$ cat src/rtl/dss_ram.sv
`timescale 1ns / 1ps
`default_nettype none
// ----------------------------------------------------------------------------
// dss_ram
// Generic simple dual port RAM, one write and one registered read port.
// ----------------------------------------------------------------------------
module dss_ram #(
    parameter int WIDTH = 8,
    parameter int DEPTH = 16
) (
    input  wire logic                                   clk,
    input  wire logic                                   we,
    input  wire logic [(DEPTH > 1 ? $clog2(DEPTH) : 1)-1:0] waddr,
    input  wire logic [WIDTH-1:0]                       wdata,
    input  wire logic                                   re,
    input  wire logic [(DEPTH > 1 ? $clog2(DEPTH) : 1)-1:0] raddr,
    output logic      [WIDTH-1:0]                       rdata
);

    logic [WIDTH-1:0] mem [DEPTH];
    logic [WIDTH-1:0] rdata_reg;

    // write and registered read
    always_ff @(posedge clk)
    begin
        if (we)
        begin
            mem[waddr] <= wdata;
        end
        if (re)
        begin
            rdata_reg <= mem[raddr];
        end
    end

    assign rdata = rdata_reg;

endmodule
`default_nettype wire

$ cat config.mk
export PLATFORM = sky130hd
export DESIGN_NAME = dss_ram
export DESIGN_NICKNAME = d
export VERILOG_FILES = /design/src/rtl/dss_ram.sv
export SDC_FILE = /design/constraint.sdc
export NUM_CORES = 1
export LEC_CHECK = 0
export BUFFER_PORTS_ARGS = -buffer_cell sky130_fd_sc_hd__buf_4
export CAP_MARGIN = 0
export CELL_PAD_IN_SITES_DETAIL_PLACEMENT = 0
export CELL_PAD_IN_SITES_GLOBAL_PLACEMENT = 1
export CORE_MARGIN = 5
export CORE_UTILIZATION = 50
export DETAILED_ROUTE_END_ITERATION = 10
export PLACE_DENSITY_LB_ADDON = 0.12
export SKIP_LAST_GASP = 1
export SYNTH_ARGS = -nofsm -noshare
export SYNTH_HDL_FRONTEND = slang
export SYNTH_SLANG_ARGS = --single-unit
$ cat constraint.sdc
create_clock -name clk -period 2.3 [get_ports clk]
set_input_delay 0.23 -clock clk [delete_from_list [all_inputs] [get_ports clk]]
set_output_delay 0.23 -clock clk [all_outputs]
set_load 0.05 [all_outputs]
==> reports/metrics.yaml <==
finalCritPeriodShare: 0.680
yosys.area.top_type: "edfxtp_1"
ios: 27
grt_pass1_vias: 2575
cts_buffers: 17
syn_to_final_growth_pct: 20.0
grt_pass1_wl_um: 16200
core_um2: 10300
wl_um: 10900
rsz0062_at_grt: "no"
die_x_um: 112
routed-via-count: 2491
setup_violations: 0
grt_max_degree: 33
clkTransAtPathRegs_ps: 60
hold_viol_final: 0
yosysSeqAreaShare: 0.781
cp_num_buf_inv: 0
period_needed_ps: 1560
gp_congestion: 0.723
cpPeakStageDelay_ps: 500
dp_hpwl_um: 6690
ys_types: 18
p_leak_nw: 2.14
dieHeight_um: 112
cp_max_fo: 1
largest_register_ffs: 128
cts.repair.resized: 0
clockRootBuffer: "clkbuf_8"
clk_latency_ps: 510
holdCritPathClass: "in -> reg"
crit_slowest_cell: "mux4_1"
finish.net_count: 305
maxCapViolCount: 0
power_density_nw_per_um2: 920
cp_cell_sequence: "mux4_1 -> a22oi_1 -> nand2_1"
slew_headroom: 0.682
crit_arrival_ps: 1800
syn_avg_cell_area_um2: 22.8
drt-initial-drc-count: 223
diodes: 0
tritoncts: "yes"
p_total_w: 0.00577
post-cts-setup-buffers: 0
fmax_mhz: 639
cp-start-kind: "register"
final_layout_size_suffix_gt1_frac: 0.305
synth_fp_nets: 248
r2r_slack_ps: 740
synth.cell_area_um2: 5230
utilization: 0.610
yosys_warnings: 0
max-vdd-ir-drop_mv: 0.437
clockBufferDepth: 2
drv_slew: 0
h-tree-depth: 4
tns_ps: 0
gr-total-overflow: 0
drt_pre_antenna_iters: 4
synthTopCellsByArea: "edfxtp_1 (78%), mux4_2 (7.8%), mux4_1 (7.0%)"
netlist.area_leader.share: 0.781
outcome: "complete, no violations"
synth_seq_cells: 136
vias_per_cell: 5.74
required_ps: 2540
cpLargestDelayFamily: "multiplexers"
crit_path_end_kind: "register"
portBuffers: 26
grt_util_all_layers: 0.184
crit_type: "reg -> reg"
fin_worst_skew_ps: 10.4
num_rows: 37
wl_per_cell_um: 25.0
cts_sinks: 136
drtAntennaViolNets: 0
antenna_found_initial: 0
die-area_um2: 12600
fill_cells: 756
worst_pin_slew_ps: 476
start_util: 0.509
drc: 0
synthCells: 229
==> kinds of logic (layout without fill, tap and decap cells) <==
group | count (synthesis) | in the layout | synth area share
flip-flops | 136 | 136 | 0.781
multiplexers | 32 | 32 | 0.148
buffers and inverters | 10 | 79 | 0.0165
AO/OA/AOI/OAI | 16 | 16 | 0.0230
AND/OR/NAND/NOR | 35 | 35 | 0.0314
==> metal layers <==
layer | routed length, µm | share of wire | vias to the layer above | global-route usage
met3 | 517 | 0.048 | 8 | 0.0458
met5 | 0 | 0 | - | 0
met4 | 88 | 0.0081 | 0 | 0.0577
met2 | 5340 | 0.49 | 72 | 0.279
li1 | - | - | 1095 | -
met1 | 4910 | 0.45 | 1316 | 0.265
==> power breakdown <==
group	internal [W]	leakage, nW	switching (W)
clock	0.00174	0.287	0.000906
sequential	0.00279	1.24	0.0000156
combinational	0.000126	0.614	0.000188
total	0.00466	2.14	0.00111
==> layout by cell type, fill, tap and decap left out <==
cell type	n
clkbuf_1	4
or3b_2	1
dlygate4sd3_1	2
nor2b_1	1
and2_1	1
clkinv_4	1
nand2_1	9
nand2b_1	2
bufinv_16	4
edfxtp_1	136
and2b_1	1
nand3b_1	2
clkbuf_16	16
mux4_2	18
mux4_1	14
clkinv_1	1
nand3_1	1
clkinv_2	4
a22oi_1	16
nor2_1	13
nor3_1	4
buf_12	1
buf_4	45
clkbuf_8	1
==> area by class of cell <==
| type | instances | area, µm² | area share |
|---|---|---|---|
| clock buffers | 21 | 429 | 0.0684 |
| clock inverters | 10 | 153 | 0.0243 |
| multi-input cells | 83 | 1060 | 0.169 |
| flip-flops and latches | 136 | 4080 | 0.651 |
| well taps | 136 | 170 | 0.0271 |
| repair buffers | 48 | 378 | 0.0603 |
==> worst paths after layout <==
| kind | from | to | cells past startpoint |
|---|---|---|---|
| max | mem[9][4]$_DFFE_PP_ | rdata[4]$_DFFE_PP_ | 3 |
| min | wdata[2] | mem[10][2]$_DFFE_PP_ | 1 |
| max reg2reg | mem[9][4]$_DFFE_PP_ | rdata[4]$_DFFE_PP_ | 3 |
| min reg2reg | mem[8][3]$_DFFE_PP_ | rdata[3]$_DFFE_PP_ | 3 |
==> stage by stage <==
step / hold WS [ps] / area (µm²) / setup slack, ps / std cells
final: 27.2 / 6270 / 735 / 434
after global routing: 17.5 / 6270 / 655 / 434
after CTS: 1.72 / 6270 / 682 / 434
after detailed placement: 530 / 5670 / 395 / 401
after global placement: 530 / 5670 / 390 / 401
after floorplan: 329 / 5230 / 577 / 229
==> cells in the mapped netlist, drive strengths merged <==
library cell,instances
buf,7
nand3b,2
nor2,13
nand2,9
and2,1
or3b,1
edfxtp,136
nor2b,1
nor3,4
a22oi,16
mux4,32
clkdlybuf4s25,3
nand3,1
nand2b,2
and2b,1
==> timing repair <==
item | CTS | global route
hold endpoints to repair | 19 | 0
hold buffers | 2 | 0
setup endpoints to repair | 0 | 0
Note: power is estimated with default switching activity, not from simulation.
