<file path="src/rtl/dss_pkg.sv">
`timescale 1ns / 1ps
`default_nettype none
// ----------------------------------------------------------------------------
// dss_pkg
// Shared types and constants of the densest slab selector.
// ----------------------------------------------------------------------------
package dss_pkg;

    // fixed field widths
    localparam int FIELD_BITS     = 16;
    localparam int INDEX_BITS     = 6;
    localparam int PLANE_BITS     = 5;
    localparam int SLAB_BITS      = 6;
    localparam int THRESH_BITS    = 7;
    localparam int CFG_INDEX_BITS = 3;

    // configuration register indexes
    localparam logic [CFG_INDEX_BITS-1:0] REG_NORMAL_X   = 3'd0;
    localparam logic [CFG_INDEX_BITS-1:0] REG_NORMAL_Y   = 3'd1;
    localparam logic [CFG_INDEX_BITS-1:0] REG_NORMAL_Z   = 3'd2;
    localparam logic [CFG_INDEX_BITS-1:0] REG_SLAB_COUNT = 3'd3;
    localparam logic [CFG_INDEX_BITS-1:0] REG_THRESH_DIV = 3'd4;

    // sequencer states
    typedef enum logic [2:0] {
        ST_LOAD,
        ST_PROJ,
        ST_SETUP,
        ST_SCAN,
        ST_WAIT,
        ST_EMIT,
        ST_EDRAIN
    } state_t;

    // status of the plane test pipeline
    typedef struct packed {
        logic active;
        logic hit;
    } near_status_t;

endpackage
`default_nettype wire

</file>
<file path="src/rtl/dss_near.sv">
`timescale 1ns / 1ps
`default_nettype none
// ----------------------------------------------------------------------------
// dss_near
// Pipelined plane test: |slab*(p-min) - target| * thresh < span, one point
// per cycle, with the point index and coordinates carried alongside.
// ----------------------------------------------------------------------------
module dss_near #(
    parameter int PW   = 34,
    parameter int PTW  = 48,
    parameter int AW   = 6
) (
    input  wire logic                                  clk,
    input  wire logic                                  rst_n,
    input  wire logic                                  in_valid,
    input  wire logic [AW-1:0]                         in_idx,
    input  wire logic signed [PW-1:0]                  in_proj,
    input  wire logic [PTW-1:0]                        in_pt,
    input  wire logic signed [PW-1:0]                  min_proj,
    input  wire logic [PW-1:0]                         span,
    input  wire logic [PW+4:0]                         target,
    input  wire logic [dss_pkg::SLAB_BITS-1:0]         slab,
    input  wire logic [dss_pkg::THRESH_BITS-1:0]       thresh,
    output dss_pkg::near_status_t                      status,
    output logic [AW-1:0]                              out_idx,
    output logic [PTW-1:0]                             out_pt
);

    localparam int QW = PW + dss_pkg::SLAB_BITS;
    localparam int DW = QW + 1;
    localparam int RW = QW + dss_pkg::THRESH_BITS;

    logic            iss_v_reg, a_v_reg, b_v_reg, c_v_reg, d_v_reg;
    logic [AW-1:0]   iss_idx_reg, a_idx_reg, b_idx_reg, c_idx_reg, d_idx_reg;
    logic [PTW-1:0]  a_pt_reg, b_pt_reg, c_pt_reg, d_pt_reg;
    logic [PW-1:0]   a_diff_reg;
    logic [QW-1:0]   b_q_reg;
    logic [QW-1:0]   c_abs_reg;
    logic [RW-1:0]   d_prod_reg;
    logic signed [DW-1:0] delta;

    // signed distance to the plane
    assign delta = $signed({1'b0, b_q_reg}) - $signed({2'b00, target});

    // valid chain
    always_ff @(posedge clk or negedge rst_n)
    begin
        if (!rst_n)
        begin
            iss_v_reg <= 1'b0;
            a_v_reg   <= 1'b0;
            b_v_reg   <= 1'b0;
            c_v_reg   <= 1'b0;
            d_v_reg   <= 1'b0;
        end
        else
        begin
            iss_v_reg <= in_valid;
            a_v_reg   <= iss_v_reg;
            b_v_reg   <= a_v_reg;
            c_v_reg   <= b_v_reg;
            d_v_reg   <= c_v_reg;
        end
    end

    // datapath stages
    always_ff @(posedge clk)
    begin
        iss_idx_reg <= in_idx;
        a_idx_reg   <= iss_idx_reg;
        a_pt_reg    <= in_pt;
        a_diff_reg  <= PW'(in_proj - min_proj);
        b_idx_reg   <= a_idx_reg;
        b_pt_reg    <= a_pt_reg;
        b_q_reg     <= QW'(a_diff_reg) * QW'(slab);
        c_idx_reg   <= b_idx_reg;
        c_pt_reg    <= b_pt_reg;
        c_abs_reg   <= delta[DW-1] ? QW'(-delta) : QW'(delta);
        d_idx_reg   <= c_idx_reg;
        d_pt_reg    <= c_pt_reg;
        d_prod_reg  <= RW'(c_abs_reg) * RW'(thresh);
    end

    assign status.active = iss_v_reg | a_v_reg | b_v_reg | c_v_reg | d_v_reg;
    assign status.hit    = d_v_reg && (d_prod_reg < RW'(span));
    assign out_idx       = d_idx_reg;
    assign out_pt        = d_pt_reg;

endmodule
`default_nettype wire

</file>
<file path="config.mk">
export PLATFORM = sky130hd
export DESIGN_NAME = dss_near
export DESIGN_NICKNAME = d
export VERILOG_FILES = /design/src/rtl/dss_pkg.sv /design/src/rtl/dss_near.sv
export SDC_FILE = /design/constraint.sdc
export NUM_CORES = 2
export LEC_CHECK = 0
export ABC_AREA = 1
export BUFFER_PORTS_ARGS = -buffer_cell sky130_fd_sc_hd__buf_4
export CAP_MARGIN = 10
export CORE_ASPECT_RATIO = 1.5
export CORE_MARGIN = 8
export CORE_UTILIZATION = 40
export CTS_CLUSTER_SIZE = 8
export DETAILED_ROUTE_END_ITERATION = 7
export PLACE_DENSITY = 0.65
export SYNTH_ARGS = -nofsm -noshare
export SYNTH_HDL_FRONTEND = slang
export SYNTH_SLANG_ARGS = --single-unit
export TNS_END_PERCENT = 20
</file>
<file path="constraint.sdc">
create_clock -name clk -period 5.5 [get_ports clk]
set_input_delay 0.275 -clock clk [delete_from_list [all_inputs] [get_ports clk]]
set_output_delay 0.275 -clock clk [all_outputs]
set_load 0.03 [all_outputs]
</file>
==> impl_metrics.py <==
metrics = {
    "placed_design": {
        "dp_worst_setup_slack_ns": 0.01267,
        "gp_congestion": 0.8915,
        "placed_cell_area_um2": 33370,
        "portBuffers": 266,
        "hpwl_mm": 65.21,
    },
    "sta": {
        "post-route-min-period_ns": 5.206,
        "clock_skew_ns": 0.05378,
        "rsz0062_at_grt": "false",
        "finalHoldViolCount": 0,
        "fmax_ghz": 0.1921,
        "worst_pin_slew_ns": 0.9396,
        "tns_ns": 0,
        "maxSlewViolCount": 0,
        "worst_hold_slack_ns": 0.05121,
        "timing.final.ws_setup_ns": 0.2938,
        "post-route-period-util_pct": 94.66,
        "slew_headroom_pct": 36.78,
        "finalSetupViolCount": 0,
    },
    "logic_synthesis": {
        "avgSynthCellArea_um2": 7.685,
        "synth_async_sr_flop_share_pct": 1.289,
        "synth_ff_type": "dfxtp_1",
        "synthCells": 3936,
        "synthMostInstantiatedCell": "nand2_1",
        "syn_nets": 4686,
        "yosys-top-cells-area": "dfxtp_1, fa_1, nand2_1, inv_1, ha_1",
        "synth_area_um2": 30250,
        "synth-edff-count": 0,
        "synth_seq_area_share_pct": 25.76,
        "synth-seq-cells": 388,
        "synth_top_area_cell": "dfxtp_1",
        "synth_cell_types": 48,
        "synthDominantCellAreaShare_pct": 25.35,
        "ys_warn_count": 0,
        "ys_top_cells_by_count": "nand2_1, inv_1, dfxtp_1, fa_1, ha_1",
    },
    "worst_setup_path": {
        "cp_slowest_cell": "o21ai_0",
        "rr_startpoint": "c_abs_reg[15]$_DFF_P_",
        "slowest_delay_ns": 0.66,
        "worst-setup-path-type": "reg2reg",
        "worstPathMaxFanout": 7,
        "worstPathArrival_ns": 5.76,
        "crit_top_cell": "inv_1",
        "path_cells": "nand2_1 -> inv_1 -> fa_1 -> fa_1 -> fa_1 -> inv_1 -> fa_1 -> inv_1 -> ha_1 -> nand2_1 -> nor2_1 -> inv_1 -> nor2_1 -> inv_1 -> o21ai_0 -> a21oi_1 -> buf_4 -> nor2_1 -> nor2_1 -> o21ai_0 -> xor2_1",
        "end_kind": "register",
        "crit_start": "c_abs_reg[15]$_DFF_P_",
        "start_kind": "register",
        "required_ns": 6.06,
    },
    "die": {
        "die-area_um2": 84850,
        "fp.coreArea_um2": 74950,
        "io_pins": 267,
        "die_h_um": 352.8,
        "die_x_um": 240.5,
        "rows": 123,
        "start_util_pct": 40.36,
    },
    "final_layout": {
        "final_nets": 5027,
        "final_cell_area_um2": 35440,
        "drive_above_1_share_pct": 9.503,
        "area_growth_pct": 17.15,
    },
    "detailed_routing": {
        "post_drt_wl_per_cell_um": 14.93,
        "route.vias.total": 24870,
        "viasPerCell": 4.703,
        "dr.pass1.iters": 6,
        "finalWirelength_mm": 78.95,
        "drc": 0,
        "initialDrtViolationCount": 1028,
        "ant_nets": 0,
    },
    "cts": {
        "cts-root-buf": "clkbuf_16",
        "post_cts_buffers": 0,
        "ctsResizeCount": 0,
        "cts_made_buffers": 54,
        "path_clk_slew_ns": 0.05,
        "holdBufCountCts": 61,
        "cts_tree": "built",
        "clk_latency_ns": 0.63,
        "cts.htree.levels": 2,
        "clock_sinks": 388,
        "clk_path_buf_depth": 3,
    },
    "job": {
        "drv_cap": 0,
    },
    "grt": {
        "antenna_found_initial": 9,
        "grt_max_degree": 41,
        "grt_pass1_vias": 26500,
        "grt.total_usage_pct": 18.76,
        "grt_pass1_wl_mm": 129.5,
        "grt_overflow": 0,
    },
    "hold_path": {
        "hold_path_startpoint": "in_proj[32]",
        "hp-class": "in2reg",
    },
    "run_status": {
        "outcome": "completed",
    },
}
## layout by cell type (no fill, tap or decap), types with 20 or more instances in the layout
master,instances
nand2_1,1029
inv_1,935
dfxtp_1,383
fa_1,320
buf_4,279
ha_1,219
nor2_1,216
a21oi_1,187
xor2_1,108
nand3_1,97
o21ai_0,74
dlygate4sd3_1,61
clkbuf_16,55
xnor2_1,38
nand4_1,37
a31oi_1,34
nand2_2,27
nor3_1,20
## layout make-up
class | instances | area [um2]
clock buffer | 60 | 1395
clock inverter | 2 | 50.05
fill | 7448 | 39510
sequential | 388 | 7792
timing repair buffer | 340 | 2705
multi-input combinational | 2551 | 18690
inverter | 942 | 3538
tap | 1000 | 1251
antenna | 4 | 10.01
## cells by family after synthesis
logic type | Yosys count | share of synthesized area [%]
AOI/OAI and AO/OA | 384 | 7.210
xor gates and xnor gates | 146 | 4.228
adders and majority gates | 539 | 30.24
buffers and inverters | 997 | 12.43
DFF | 388 | 25.76
and+or+nand+nor | 1482 | 20.12
## through the flow
stage	util, %	std cells
floorplan	-	3936
global placement	44.52	5160
detailed placement	44.52	5160
CTS	47.27	5283
global route	47.27	5284
finish	47.28	5287
## worst max-delay path, delay by kind of cell, from the launching register on
family / cells / cell delay, ns
XOR/XNOR: 1 / 0.16
adder cells (fa/ha/maj): 5 / 2.28
AND/OR/NAND/NOR: 6 / 0.72
AO/OA/AOI/OAI: 3 / 0.98
buffers and inverters: 6 / 0.52
flip-flops: 1 / 0.47
## worst paths after layout
kind	slack, ns	to	cells past startpoint
max	0.29	d_prod_reg[31]$_DFF_P_	21
min reg2reg	0.27	b_idx_reg[3]$_DFF_P_	0
max reg2reg	0.29	d_prod_reg[31]$_DFF_P_	21
max in group asynchronous	4.72	d_v_reg$_DFF_PN0_	3
min	0.05	a_diff_reg[32]$_DFF_P_	3
min in group asynchronous	0.60	a_v_reg$_DFF_PN0_	3
## routing by layer
metal,GRT usage [%],part of all wire [%],vias up
met4,7.730,4.0,10
li1,-,-,12500
met2,37.30,55,535
met5,0,0.085,-
met3,2.791,4.5,168
met1,18.87,36,11650
Power is not shown: default switching activity piles up to over one toggle a cycle in this logic, so the estimate is an artifact.
